==> src/rtl/ffba_pkg.sv <==
// Package for the first-fit bitmap allocator.
// Holds the item kind codes, the row width and the controller/datapath structs.
// No dependencies.
`default_nettype none

package ffba_pkg;

    localparam logic [1:0] KIND_ALLOC = 2'd0;
    localparam logic [1:0] KIND_FREE  = 2'd1;
    localparam logic [1:0] KIND_CLEAR = 2'd2;

    localparam int ROW_BITS = 8;

    typedef struct packed {
        logic load;
        logic clr_start;
        logic clr_wr;
        logic scan_start;
        logic scan_en;
        logic mod_step;
        logic fill_load_alloc;
        logic fill_load_free;
        logic fill_wr;
        logic res_ok;
        logic res_hit;
        logic res_nak;
    } ffba_cmd_t;

    typedef struct packed {
        logic [1:0] kind;
        logic       len_bad;
        logic       len_zero;
        logic       mod_done;
        logic       hit;
        logic       fail;
        logic       fill_last;
        logic       clr_last;
    } ffba_sts_t;

endpackage

`default_nettype wire

==> src/rtl/ffba_dpath.sv <==
// Datapath of the first-fit bitmap allocator: occupancy memory, scan unit,
// fill unit, clear counter and result register. Depends on ffba_pkg.
`default_nettype none

module ffba_dpath #(
    parameter int SLOTS = 1024
) (
    input  wire                aclk,
    input  wire                aresetn,
    input  wire  ffba_pkg::ffba_cmd_t cmd,
    output ffba_pkg::ffba_sts_t sts,
    input  wire  [1:0]         in_kind,
    input  wire  [9:0]         in_start_addr,
    input  wire  [10:0]        in_length,
    output logic               res_granted,
    output logic [9:0]         res_found_addr
);

    localparam int UW   = $clog2(SLOTS);
    localparam int RW   = UW - 3;
    localparam int ROWS = (SLOTS + 7) / 8;
    localparam int LW   = $clog2(SLOTS + 1);
    localparam int CW   = (LW > 11) ? LW : 11;
    localparam int AW   = (UW > 10) ? UW : 10;
    localparam logic [UW:0] SLOTS_U = (UW + 1)'(SLOTS);
    localparam logic [CW:0] SLOTS_C = (CW + 1)'(SLOTS);
    localparam logic [AW:0] SLOTS_A = (AW + 1)'(SLOTS);
    localparam logic [RW-1:0] LAST_ROW = RW'(ROWS - 1);

    logic [ffba_pkg::ROW_BITS-1:0] mem [ROWS];

    logic [1:0]     kind_reg;
    logic [AW-1:0]  addr_reg;
    logic [10:0]    len_reg;
    logic [RW-1:0]  clr_row_reg;
    logic [RW-1:0]  srow_reg;
    logic           spass_reg;
    logic           pvalid_reg;
    logic [RW-1:0]  prow_reg;
    logic           ppass_reg;
    logic [LW-1:0]  run_reg;
    logic [LW-1:0]  run_next;
    logic [UW-1:0]  cand_reg;
    logic [UW-1:0]  cand_next;
    logic [7:0]     rdata_reg;
    logic [UW-1:0]  fu_reg;
    logic [LW-1:0]  rem_reg;
    logic           fval_reg;
    logic           granted_reg;
    logic [UW-1:0]  res_addr_reg;

    logic [RW-1:0]  rd_row;
    logic           hit_c;
    logic           fail_c;
    logic [CW-1:0]  len_c;

    // fill unit signals
    logic [RW-1:0]  f_row;
    logic [2:0]     f_off;
    logic [UW:0]    f_base;
    logic [UW:0]    f_left;
    logic [UW:0]    f_base8;
    logic [3:0]     f_cap;
    logic [3:0]     f_avail;
    logic [3:0]     f_cnt;
    logic [7:0]     f_mask;
    logic [7:0]     f_wdata;
    logic [AW-1:0]  res_ext;

    assign len_c = CW'(len_reg);

    // Scan one row: up to eight units, each extending or breaking the free run.
    always_comb begin
        logic [UW-1:0] u;
        logic [LW-1:0] r;
        logic [UW-1:0] c;
        logic          h;
        logic          f;
        r = run_reg;
        c = cand_reg;
        h = 1'b0;
        f = 1'b0;
        for (int i = 0; i < 8; i++) begin
            u = {prow_reg, 3'(i)};
            if (!h && !f && ({1'b0, u} < SLOTS_U)) begin
                if (!rdata_reg[i]) begin
                    if (r == '0) begin
                        if (ppass_reg) f = 1'b1;
                        else           c = u;
                    end
                    if (!f) begin
                        r = r + LW'(1);
                        if (CW'(r) == len_c) h = 1'b1;
                    end
                end else begin
                    if (ppass_reg) f = 1'b1;
                    else           r = '0;
                end
            end
        end
        // end of the wrap pass without a fit
        if (!h && ppass_reg && (prow_reg == LAST_ROW)) f = 1'b1;
        run_next  = r;
        cand_next = c;
        hit_c     = pvalid_reg && h;
        fail_c    = pvalid_reg && f;
    end

    // Fill one row from fu_reg, at most rem_reg units, wrapping at the map end.
    always_comb begin
        f_row   = fu_reg[UW-1:3];
        f_off   = fu_reg[2:0];
        f_base  = {1'b0, f_row, 3'b000};
        f_left  = SLOTS_U - f_base;
        f_cap   = (f_left > (UW + 1)'(8)) ? 4'd8 : f_left[3:0];
        f_avail = f_cap - {1'b0, f_off};
        f_cnt   = (rem_reg < LW'(f_avail)) ? rem_reg[3:0] : f_avail;
        f_base8 = f_base + (UW + 1)'(8);
        for (int i = 0; i < 8; i++) begin
            f_mask[i] = (4'(i) >= {1'b0, f_off}) &&
                        (5'(i) < ({2'b00, f_off} + {1'b0, f_cnt}));
        end
        f_wdata = fval_reg ? (rdata_reg | f_mask) : (rdata_reg & ~f_mask);
    end

    assign rd_row = cmd.scan_en ? srow_reg : fu_reg[UW-1:3];

    // Occupancy memory: one write and one registered read per cycle.
    always_ff @(posedge aclk) begin
        if (cmd.clr_wr) begin
            mem[clr_row_reg] <= '0;
        end else if (cmd.fill_wr) begin
            mem[f_row] <= f_wdata;
        end
        rdata_reg <= mem[rd_row];
    end

    always_ff @(posedge aclk) begin
        if (!aresetn) begin
            clr_row_reg <= '0;
            pvalid_reg  <= 1'b0;
        end else begin
            if (cmd.clr_start) begin
                clr_row_reg <= '0;
            end else if (cmd.clr_wr) begin
                clr_row_reg <= (clr_row_reg == LAST_ROW) ? '0 : clr_row_reg + RW'(1);
            end
            if (cmd.scan_start) begin
                pvalid_reg <= 1'b0;
            end else if (cmd.scan_en) begin
                pvalid_reg <= 1'b1;
            end
        end
    end

    always_ff @(posedge aclk) begin
        if (cmd.load) begin
            kind_reg <= in_kind;
            addr_reg <= AW'(in_start_addr);
            len_reg  <= in_length;
        end else if (cmd.mod_step) begin
            addr_reg <= AW'({1'b0, addr_reg} - SLOTS_A);
        end

        if (cmd.scan_start) begin
            srow_reg  <= '0;
            spass_reg <= 1'b0;
            run_reg   <= '0;
            cand_reg  <= '0;
        end else if (cmd.scan_en) begin
            srow_reg  <= (srow_reg == LAST_ROW) ? '0 : srow_reg + RW'(1);
            spass_reg <= spass_reg | (srow_reg == LAST_ROW);
            prow_reg  <= srow_reg;
            ppass_reg <= spass_reg;
            if (pvalid_reg) begin
                run_reg  <= run_next;
                cand_reg <= cand_next;
            end
        end

        if (cmd.fill_load_alloc) begin
            fu_reg   <= cand_next;
            rem_reg  <= LW'(len_reg);
            fval_reg <= 1'b1;
        end else if (cmd.fill_load_free) begin
            fu_reg   <= addr_reg[UW-1:0];
            rem_reg  <= ((CW + 1)'(len_reg) > SLOTS_C) ? LW'(SLOTS) : LW'(len_reg);
            fval_reg <= 1'b0;
        end else if (cmd.fill_wr) begin
            fu_reg   <= (f_base8 >= SLOTS_U) ? '0 : f_base8[UW-1:0];
            rem_reg  <= rem_reg - LW'(f_cnt);
        end

        if (cmd.res_hit) begin
            granted_reg  <= 1'b1;
            res_addr_reg <= cand_next;
        end else if (cmd.res_ok) begin
            granted_reg  <= 1'b1;
            res_addr_reg <= '0;
        end else if (cmd.res_nak) begin
            granted_reg  <= 1'b0;
            res_addr_reg <= '0;
        end
    end

    assign res_ext        = AW'(res_addr_reg);
    assign res_granted    = granted_reg;
    assign res_found_addr = res_ext[9:0];

    always_comb begin
        sts.kind      = kind_reg;
        sts.len_bad   = (len_reg == '0) || ((CW + 1)'(len_reg) > SLOTS_C);
        sts.len_zero  = (len_reg == '0);
        sts.mod_done  = ({1'b0, addr_reg} < SLOTS_A);
        sts.hit       = hit_c;
        sts.fail      = fail_c;
        sts.fill_last = ({1'b0, rem_reg} == (LW + 1)'(f_cnt));
        sts.clr_last  = (clr_row_reg == LAST_ROW);
    end

endmodule

`default_nettype wire

==> src/rtl/ffba_ctrl.sv <==
// Controller of the first-fit bitmap allocator: sequences clear sweeps, scans
// and fills, and owns the result valid flag. Depends on ffba_pkg.
`default_nettype none

module ffba_ctrl (
    input  wire                 aclk,
    input  wire                 aresetn,
    input  wire                 s_fire,
    input  wire                 m_tready,
    output logic                s_ready,
    output logic                m_valid,
    output ffba_pkg::ffba_cmd_t cmd,
    input  wire ffba_pkg::ffba_sts_t sts
);

    typedef enum logic [2:0] {
        ST_INIT, ST_IDLE, ST_DEC, ST_CLR, ST_MOD, ST_SCAN, ST_FILL_RD, ST_FILL_WR
    } state_t;

    state_t state_reg;
    state_t state_next;
    logic   m_valid_reg;
    logic   respond;

    assign s_ready = (state_reg == ST_IDLE) && (!m_valid_reg || m_tready);
    assign m_valid = m_valid_reg;

    always_comb begin
        cmd        = '0;
        state_next = state_reg;
        respond    = 1'b0;
        case (state_reg)
            ST_INIT: begin
                cmd.clr_wr = 1'b1;
                if (sts.clr_last) state_next = ST_IDLE;
            end
            ST_IDLE: begin
                if (s_fire) begin
                    cmd.load   = 1'b1;
                    state_next = ST_DEC;
                end
            end
            ST_DEC: begin
                case (sts.kind)
                    ffba_pkg::KIND_ALLOC: begin
                        if (sts.len_bad) begin
                            cmd.res_nak = 1'b1;
                            respond     = 1'b1;
                            state_next  = ST_IDLE;
                        end else begin
                            cmd.scan_start = 1'b1;
                            state_next     = ST_SCAN;
                        end
                    end
                    ffba_pkg::KIND_FREE: begin
                        state_next = ST_MOD;
                    end
                    ffba_pkg::KIND_CLEAR: begin
                        cmd.clr_start = 1'b1;
                        state_next    = ST_CLR;
                    end
                    default: begin
                        cmd.res_nak = 1'b1;
                        respond     = 1'b1;
                        state_next  = ST_IDLE;
                    end
                endcase
            end
            ST_CLR: begin
                cmd.clr_wr = 1'b1;
                if (sts.clr_last) begin
                    cmd.res_ok = 1'b1;
                    respond    = 1'b1;
                    state_next = ST_IDLE;
                end
            end
            ST_MOD: begin
                if (!sts.mod_done) begin
                    cmd.mod_step = 1'b1;
                end else begin
                    cmd.fill_load_free = 1'b1;
                    cmd.res_ok         = 1'b1;
                    if (sts.len_zero) begin
                        respond    = 1'b1;
                        state_next = ST_IDLE;
                    end else begin
                        state_next = ST_FILL_RD;
                    end
                end
            end
            ST_SCAN: begin
                cmd.scan_en = 1'b1;
                if (sts.hit) begin
                    cmd.res_hit         = 1'b1;
                    cmd.fill_load_alloc = 1'b1;
                    state_next          = ST_FILL_RD;
                end else if (sts.fail) begin
                    cmd.res_nak = 1'b1;
                    respond     = 1'b1;
                    state_next  = ST_IDLE;
                end
            end
            ST_FILL_RD: begin
                state_next = ST_FILL_WR;
            end
            ST_FILL_WR: begin
                cmd.fill_wr = 1'b1;
                if (sts.fill_last) begin
                    respond    = 1'b1;
                    state_next = ST_IDLE;
                end else begin
                    state_next = ST_FILL_RD;
                end
            end
            default: begin
                state_next = ST_IDLE;
            end
        endcase
    end

    always_ff @(posedge aclk) begin
        if (!aresetn) begin
            state_reg   <= ST_INIT;
            m_valid_reg <= 1'b0;
        end else begin
            state_reg <= state_next;
            if (respond) begin
                m_valid_reg <= 1'b1;
            end else if (m_tready) begin
                m_valid_reg <= 1'b0;
            end
        end
    end

endmodule

`default_nettype wire

==> src/rtl/first_fit_bitmap_allocator.sv <==
// First-fit bitmap allocator over SLOTS units, 8 units per memory row.
// Allocate: decode, then a scan of up to 2*ceil(SLOTS/8) rows, then a read and a
// write per row marked. Free: decode, start reduction, a read and a write per row touched.
// Clear: decode, then a sweep of all ceil(SLOTS/8) rows, one row written per cycle. One item at a time.
// After aresetn the block sweeps the map clear and holds s_tready low meanwhile.
// Depends on ffba_pkg, ffba_ctrl, ffba_dpath.
`default_nettype none

module first_fit_bitmap_allocator #(
    parameter int SLOTS = 1024
) (
    input  wire         aclk,
    input  wire         aresetn,
    // input transaction
    input  wire         s_tvalid,
    output logic        s_tready,
    input  wire  [23:0] s_tdata,   // [9:0] start_addr, [20:10] length, rest zero
    input  wire  [1:0]  s_tuser,   // [1:0] kind
    // result transaction
    output logic        m_tvalid,
    input  wire         m_tready,
    output logic [15:0] m_tdata,   // [9:0] found_addr, rest zero
    output logic        m_tuser    // [0] granted
);

    ffba_pkg::ffba_cmd_t cmd;
    ffba_pkg::ffba_sts_t sts;
    logic                s_fire;
    logic                granted;
    logic [9:0]          found_addr;

    // accept a transaction only when idle and the result slot is free or leaving
    assign s_fire = s_tvalid && s_tready;

    ffba_ctrl u_ctrl (
        .aclk     (aclk),
        .aresetn  (aresetn),
        .s_fire   (s_fire),
        .m_tready (m_tready),
        .s_ready  (s_tready),
        .m_valid  (m_tvalid),
        .cmd      (cmd),
        .sts      (sts)
    );

    ffba_dpath #(
        .SLOTS (SLOTS)
    ) u_dpath (
        .aclk           (aclk),
        .aresetn        (aresetn),
        .cmd            (cmd),
        .sts            (sts),
        .in_kind        (s_tuser),
        .in_start_addr  (s_tdata[9:0]),
        .in_length      (s_tdata[20:10]),
        .res_granted    (granted),
        .res_found_addr (found_addr)
    );

    // result payload is held in datapath registers until taken
    assign m_tdata = {6'b000000, found_addr};
    assign m_tuser = granted;

endmodule

`default_nettype wire

==> config.mk <==
export PLATFORM = sky130hd
export DESIGN_NAME = first_fit_bitmap_allocator
export DESIGN_NICKNAME = d
export VERILOG_FILES = /design/src/rtl/ffba_pkg.sv /design/src/rtl/ffba_dpath.sv /design/src/rtl/ffba_ctrl.sv /design/src/rtl/first_fit_bitmap_allocator.sv
export SDC_FILE = /design/constraint.sdc
export NUM_CORES = 2
export LEC_CHECK = 0
export ABC_AREA = 1
export BUFFER_PORTS_ARGS = -buffer_cell sky130_fd_sc_hd__buf_2
export CORE_MARGIN = 1
export CORE_UTILIZATION = 45
export DETAILED_ROUTE_END_ITERATION = 7
export PLACE_DENSITY = 0.64
export SYNTH_ARGS = -nofsm -noshare
export SYNTH_HDL_FRONTEND = slang
export SYNTH_SLANG_ARGS = --single-unit
==> constraint.sdc <==
create_clock -name aclk -period 9.98 [get_ports aclk]
set_input_delay 0.499 -clock aclk [delete_from_list [all_inputs] [get_ports aclk]]
set_output_delay 0.499 -clock aclk [all_outputs]
set_load 0.02 [all_outputs]
==> impl_metrics.py <==
metrics = {
    "floorplan": {
        "initial_core_util": 0.454,
        "pin_count": 49,
        "die_x_um": 345,
        "row_count": 125,
        "fp.dieH_um": 345,
        "core_mm2": 0.116,
        "die_area_mm2": 0.119,
    },
    "timing": {
        "finalHoldViolations": 0,
        "relSlewSlack": 0.203,
        "timing.final.crit_share": 0.929,
        "worst_slew_pin_slew_ps": 1190,
        "finalCriticalPeriod_ps": 9270,
        "hold_ws_ps": 95.7,
        "maxSlewViolCount": 0,
        "fmax_mhz": 108,
        "finalSetupViolCount": 0,
        "clock_skew_ps": 48.7,
        "final.setup.tns_ps": 0,
    },
    "place": {
        "io_buffers": 39,
        "placed_cell_area_mm2": 0.0552,
        "place.gp.congestion": 0.972,
        "dpl.hpwl_mm": 94.0,
    },
    "setup_path": {
        "crit_arrival_ps": 9670,
        "crit_top_cell": "nand2_1",
        "reg2regPathDepth": 74,
        "crit_type": "reg2reg",
        "r2r_start": "u_dpath.run_reg[2]$_SDFFE_PP0P_",
        "critPathTopFamily": "simple AND/OR/NAND/NOR gates",
        "ff2ff_setup_slack_ps": 710,
        "cp.required_ps": 10380,
        "worst-path-buf-inv": 7,
        "worst_setup_path_start_kind": "flip-flop",
        "slowest_delay_ps": 430,
        "critPathSlowestCell": "dfxtp_2",
        "cp_max_fo": 9,
        "cp-end-kind": "flip-flop",
        "worstReg2RegEnd": "u_dpath.res_found_addr[7]$_SDFFCE_PN0P_",
    },
    "synth": {
        "synth_ff_type": "edfxtp_1",
        "yosysMostFrequentCell": "edfxtp_1",
        "synth_area_mm2": 0.0529,
        "yosysWarnings": 0,
        "syn_avg_cell_area_um2": 10.2,
        "synth_edf_count": 1086,
        "synth_common_cells": "1086 x edfxtp_1, 992 x nor2_1, 701 x o21ai_0",
        "ys_ff_latch": 1137,
        "yosysUniqueCellTypes": 61,
        "synthTopCellsByArea": "edfxtp_1 62%, nor2_1 7.0%, o21ai_0 6.6%, nand2_1 4.9%, o22ai_1 3.5%",
        "yosysTopAreaCellShare": 0.617,
        "ys_async_sr_fraction": 0,
        "yosysSeqAreaShare": 0.636,
        "syn_inst": 5168,
        "yosysTopAreaCell": "edfxtp_1",
    },
    "pwr": {
        "ir_worst_vdd_uv": 179,
        "power_mw": 14.8,
        "pwr-share-clk": 0.285,
        "seq_power_share": 0.369,
        "p_switching_mw": 5.52,
        "p_leak_nw": 18.8,
        "power.internal_mw": 9.32,
        "p_comb_frac": 0.346,
        "swShare": 0.372,
        "powerDensity_mw_per_mm2": 248,
    },
    "final_layout": {
        "largest_reg_flops": 1024,
        "syn_to_final_growth_pct": 13.2,
        "seq_area_mm2": 0.0336,
        "nets": 5321,
        "final_layout_size_suffix_gt1_frac": 0.121,
        "nFillCells": 10345,
        "regMostFlops": "u_dpath.mem",
        "fin_util": 0.514,
        "fin_area_mm2": 0.0599,
        "multi_input_area_mm2": 0.0177,
    },
    "clocking": {
        "clkTransAtPathRegs_ps": 70,
        "cts_made_buffers": 115,
        "root_buffer": "clkbuf_16",
        "h-tree-depth": 3,
        "ctsLongestPathBuffers": 3,
        "clkLatencyLatePin_ps": 730,
        "cts_sinks": 1137,
        "cts_tree": "done",
    },
    "min_path": {
        "holdPathEnd": "u_ctrl.state_reg[0]$_SDFFE_PN0P_",
        "hold_depth": 3,
        "min_path_type": "in2reg",
        "worstHoldStart": "aresetn",
    },
    "route": {
        "drtAntennaViolNets": 0,
        "routed_via_density": 5.85,
        "drt-pass1-iter-count": 6,
        "vias": 40203,
        "wl_mm": 155,
        "wire_per_inst_um": 22.6,
        "drc": 0,
        "drt_iter0_drc": 4494,
    },
    "global_route": {
        "grt_pass1_wl_mm": 229,
        "grtUsageTotal": 0.255,
        "grt_max_degree": 193,
        "grt_pass1_vias": 37101,
        "antenna_found_initial": 1,
        "grt.overflow.total": 0,
    },
    "run": {
        "drv_cap": 0,
    },
    "status": {
        "status": "complete, no violations",
    },
}
## power by group through the flow
stage | clock (mW) | sequential (mW) | combinational, mW
floorplan | 0 | 5.50 | 3.19
global placement | 0 | 5.56 | 4.67
detailed placement | 0 | 5.56 | 4.69
CTS | 4.27 | 5.46 | 4.72
global route | 4.45 | 5.48 | 5.60
finish | 4.23 | 5.47 | 5.14
## worst max path at each step
| stage | startpoint | slack, ps | to | cells after the start |
|---|---|---|---|---|
| 3_5_place_dp | u_dpath.run_reg[1]$_SDFFE_PP0P_ | 20 | u_dpath.res_found_addr[2]$_SDFFCE_PN0P_ | 76 |
| 3_3_place_gp | u_dpath.run_reg[1]$_SDFFE_PP0P_ | 180 | u_dpath.res_found_addr[1]$_SDFFCE_PN0P_ | 76 |
| 4_1_cts | u_dpath.run_reg[1]$_SDFFE_PP0P_ | 10 | u_dpath.res_found_addr[7]$_SDFFCE_PN0P_ | 73 |
| 6_report | u_dpath.run_reg[2]$_SDFFE_PP0P_ | 710 | u_dpath.res_found_addr[7]$_SDFFCE_PN0P_ | 74 |
| 2_1_floorplan | u_dpath.fu_reg[1]$_DFFE_PP_ | 60 | u_dpath.mem[0][1]$_DFFE_PP_ | 22 |
| 5_1_grt | u_dpath.run_reg[0]$_SDFFE_PP0P_ | -130 | u_dpath.res_found_addr[3]$_SDFFCE_PN0P_ | 84 |
## layout make-up
cell class	instances	share of cell area
Timing Repair Buffer	237	0.0306
Sequential cell	1137	0.562
Multi-Input combinational cell	3465	0.295
Antenna cell	1	0.0000418
Inverter	297	0.0190
Clock buffer	148	0.0501
Clock inverter	64	0.0110
Tap cell	1524	0.0319
## tightest hold or removal path: cells and delay by family
family | cells | cell delay, ps
simple gates | 2 | 100
buf+inv | 1 | 140
## cell families after synthesis
group	synth area share
adder cells (fa/ha/maj)	0.00927
XOR/XNOR	0.00755
buffers and inverters	0.0417
AO/OA/AOI/OAI	0.133
AND/OR/NAND/NOR	0.172
other	0.0000709
flip-flops	0.636
multiplexers	0.000804
## layout by cell type, fill, tap and decap left out, types with 15 or more instances in the layout
| cell type | synthesis | final |
|---|---|---|
| a21oi_1 | 65 | 57 |
| buf_2 | 21 | 39 |
| buf_4 | 10 | 164 |
| clkbuf_1 | 237 | 33 |
| clkbuf_16 | 0 | 116 |
| clkinv_1 | 10 | 37 |
| clkinv_2 | 0 | 18 |
| dfxtp_1 | 51 | 45 |
| dlygate4sd3_1 | 0 | 23 |
| edfxtp_1 | 1086 | 1086 |
| ha_1 | 36 | 30 |
| inv_1 | 252 | 242 |
| inv_2 | 35 | 40 |
| nand2_1 | 685 | 667 |
| nand2_2 | 48 | 59 |
| nand3_1 | 223 | 207 |
| nand3_2 | 23 | 31 |
| nand4_1 | 52 | 52 |
| nor2_1 | 992 | 972 |
| nor2_2 | 25 | 35 |
| nor2_4 | 11 | 21 |
| nor3_1 | 20 | 19 |
| nor4_1 | 19 | 15 |
| o211ai_1 | 49 | 49 |
| o21ai_0 | 701 | 697 |
| o21ai_1 | 47 | 43 |
| o221ai_1 | 33 | 33 |
| o22ai_1 | 296 | 296 |
| xor2_1 | 33 | 33 |
## what timing repair did
action / in CTS / in global routing
pin swaps: 0 / 53
gates resized for setup: 1 / 121
setup endpoints to repair: 10 / 89
gates cloned: 0 / 3
hold buffers: 22 / 1
hold endpoints to repair: 22 / 1
setup buffers: 0 / 29
## per-layer routing
metal,track usage,vias up,wire (um)
met4,0.107,2,6600
li1,-,18582,-
met5,0,-,19
met2,0.402,1750,71400
met1,0.354,19517,64700
met3,0.0392,352,12500
## through the flow
step	setup slack (ps)	std cells
2_1_floorplan	63.7	5173
3_3_place_gp	178	6605
3_5_place_dp	18.1	6605
4_1_cts	10.1	6839
5_1_grt	-130	6872
6_report	711	6873
(Power assumes the default switching activity.)
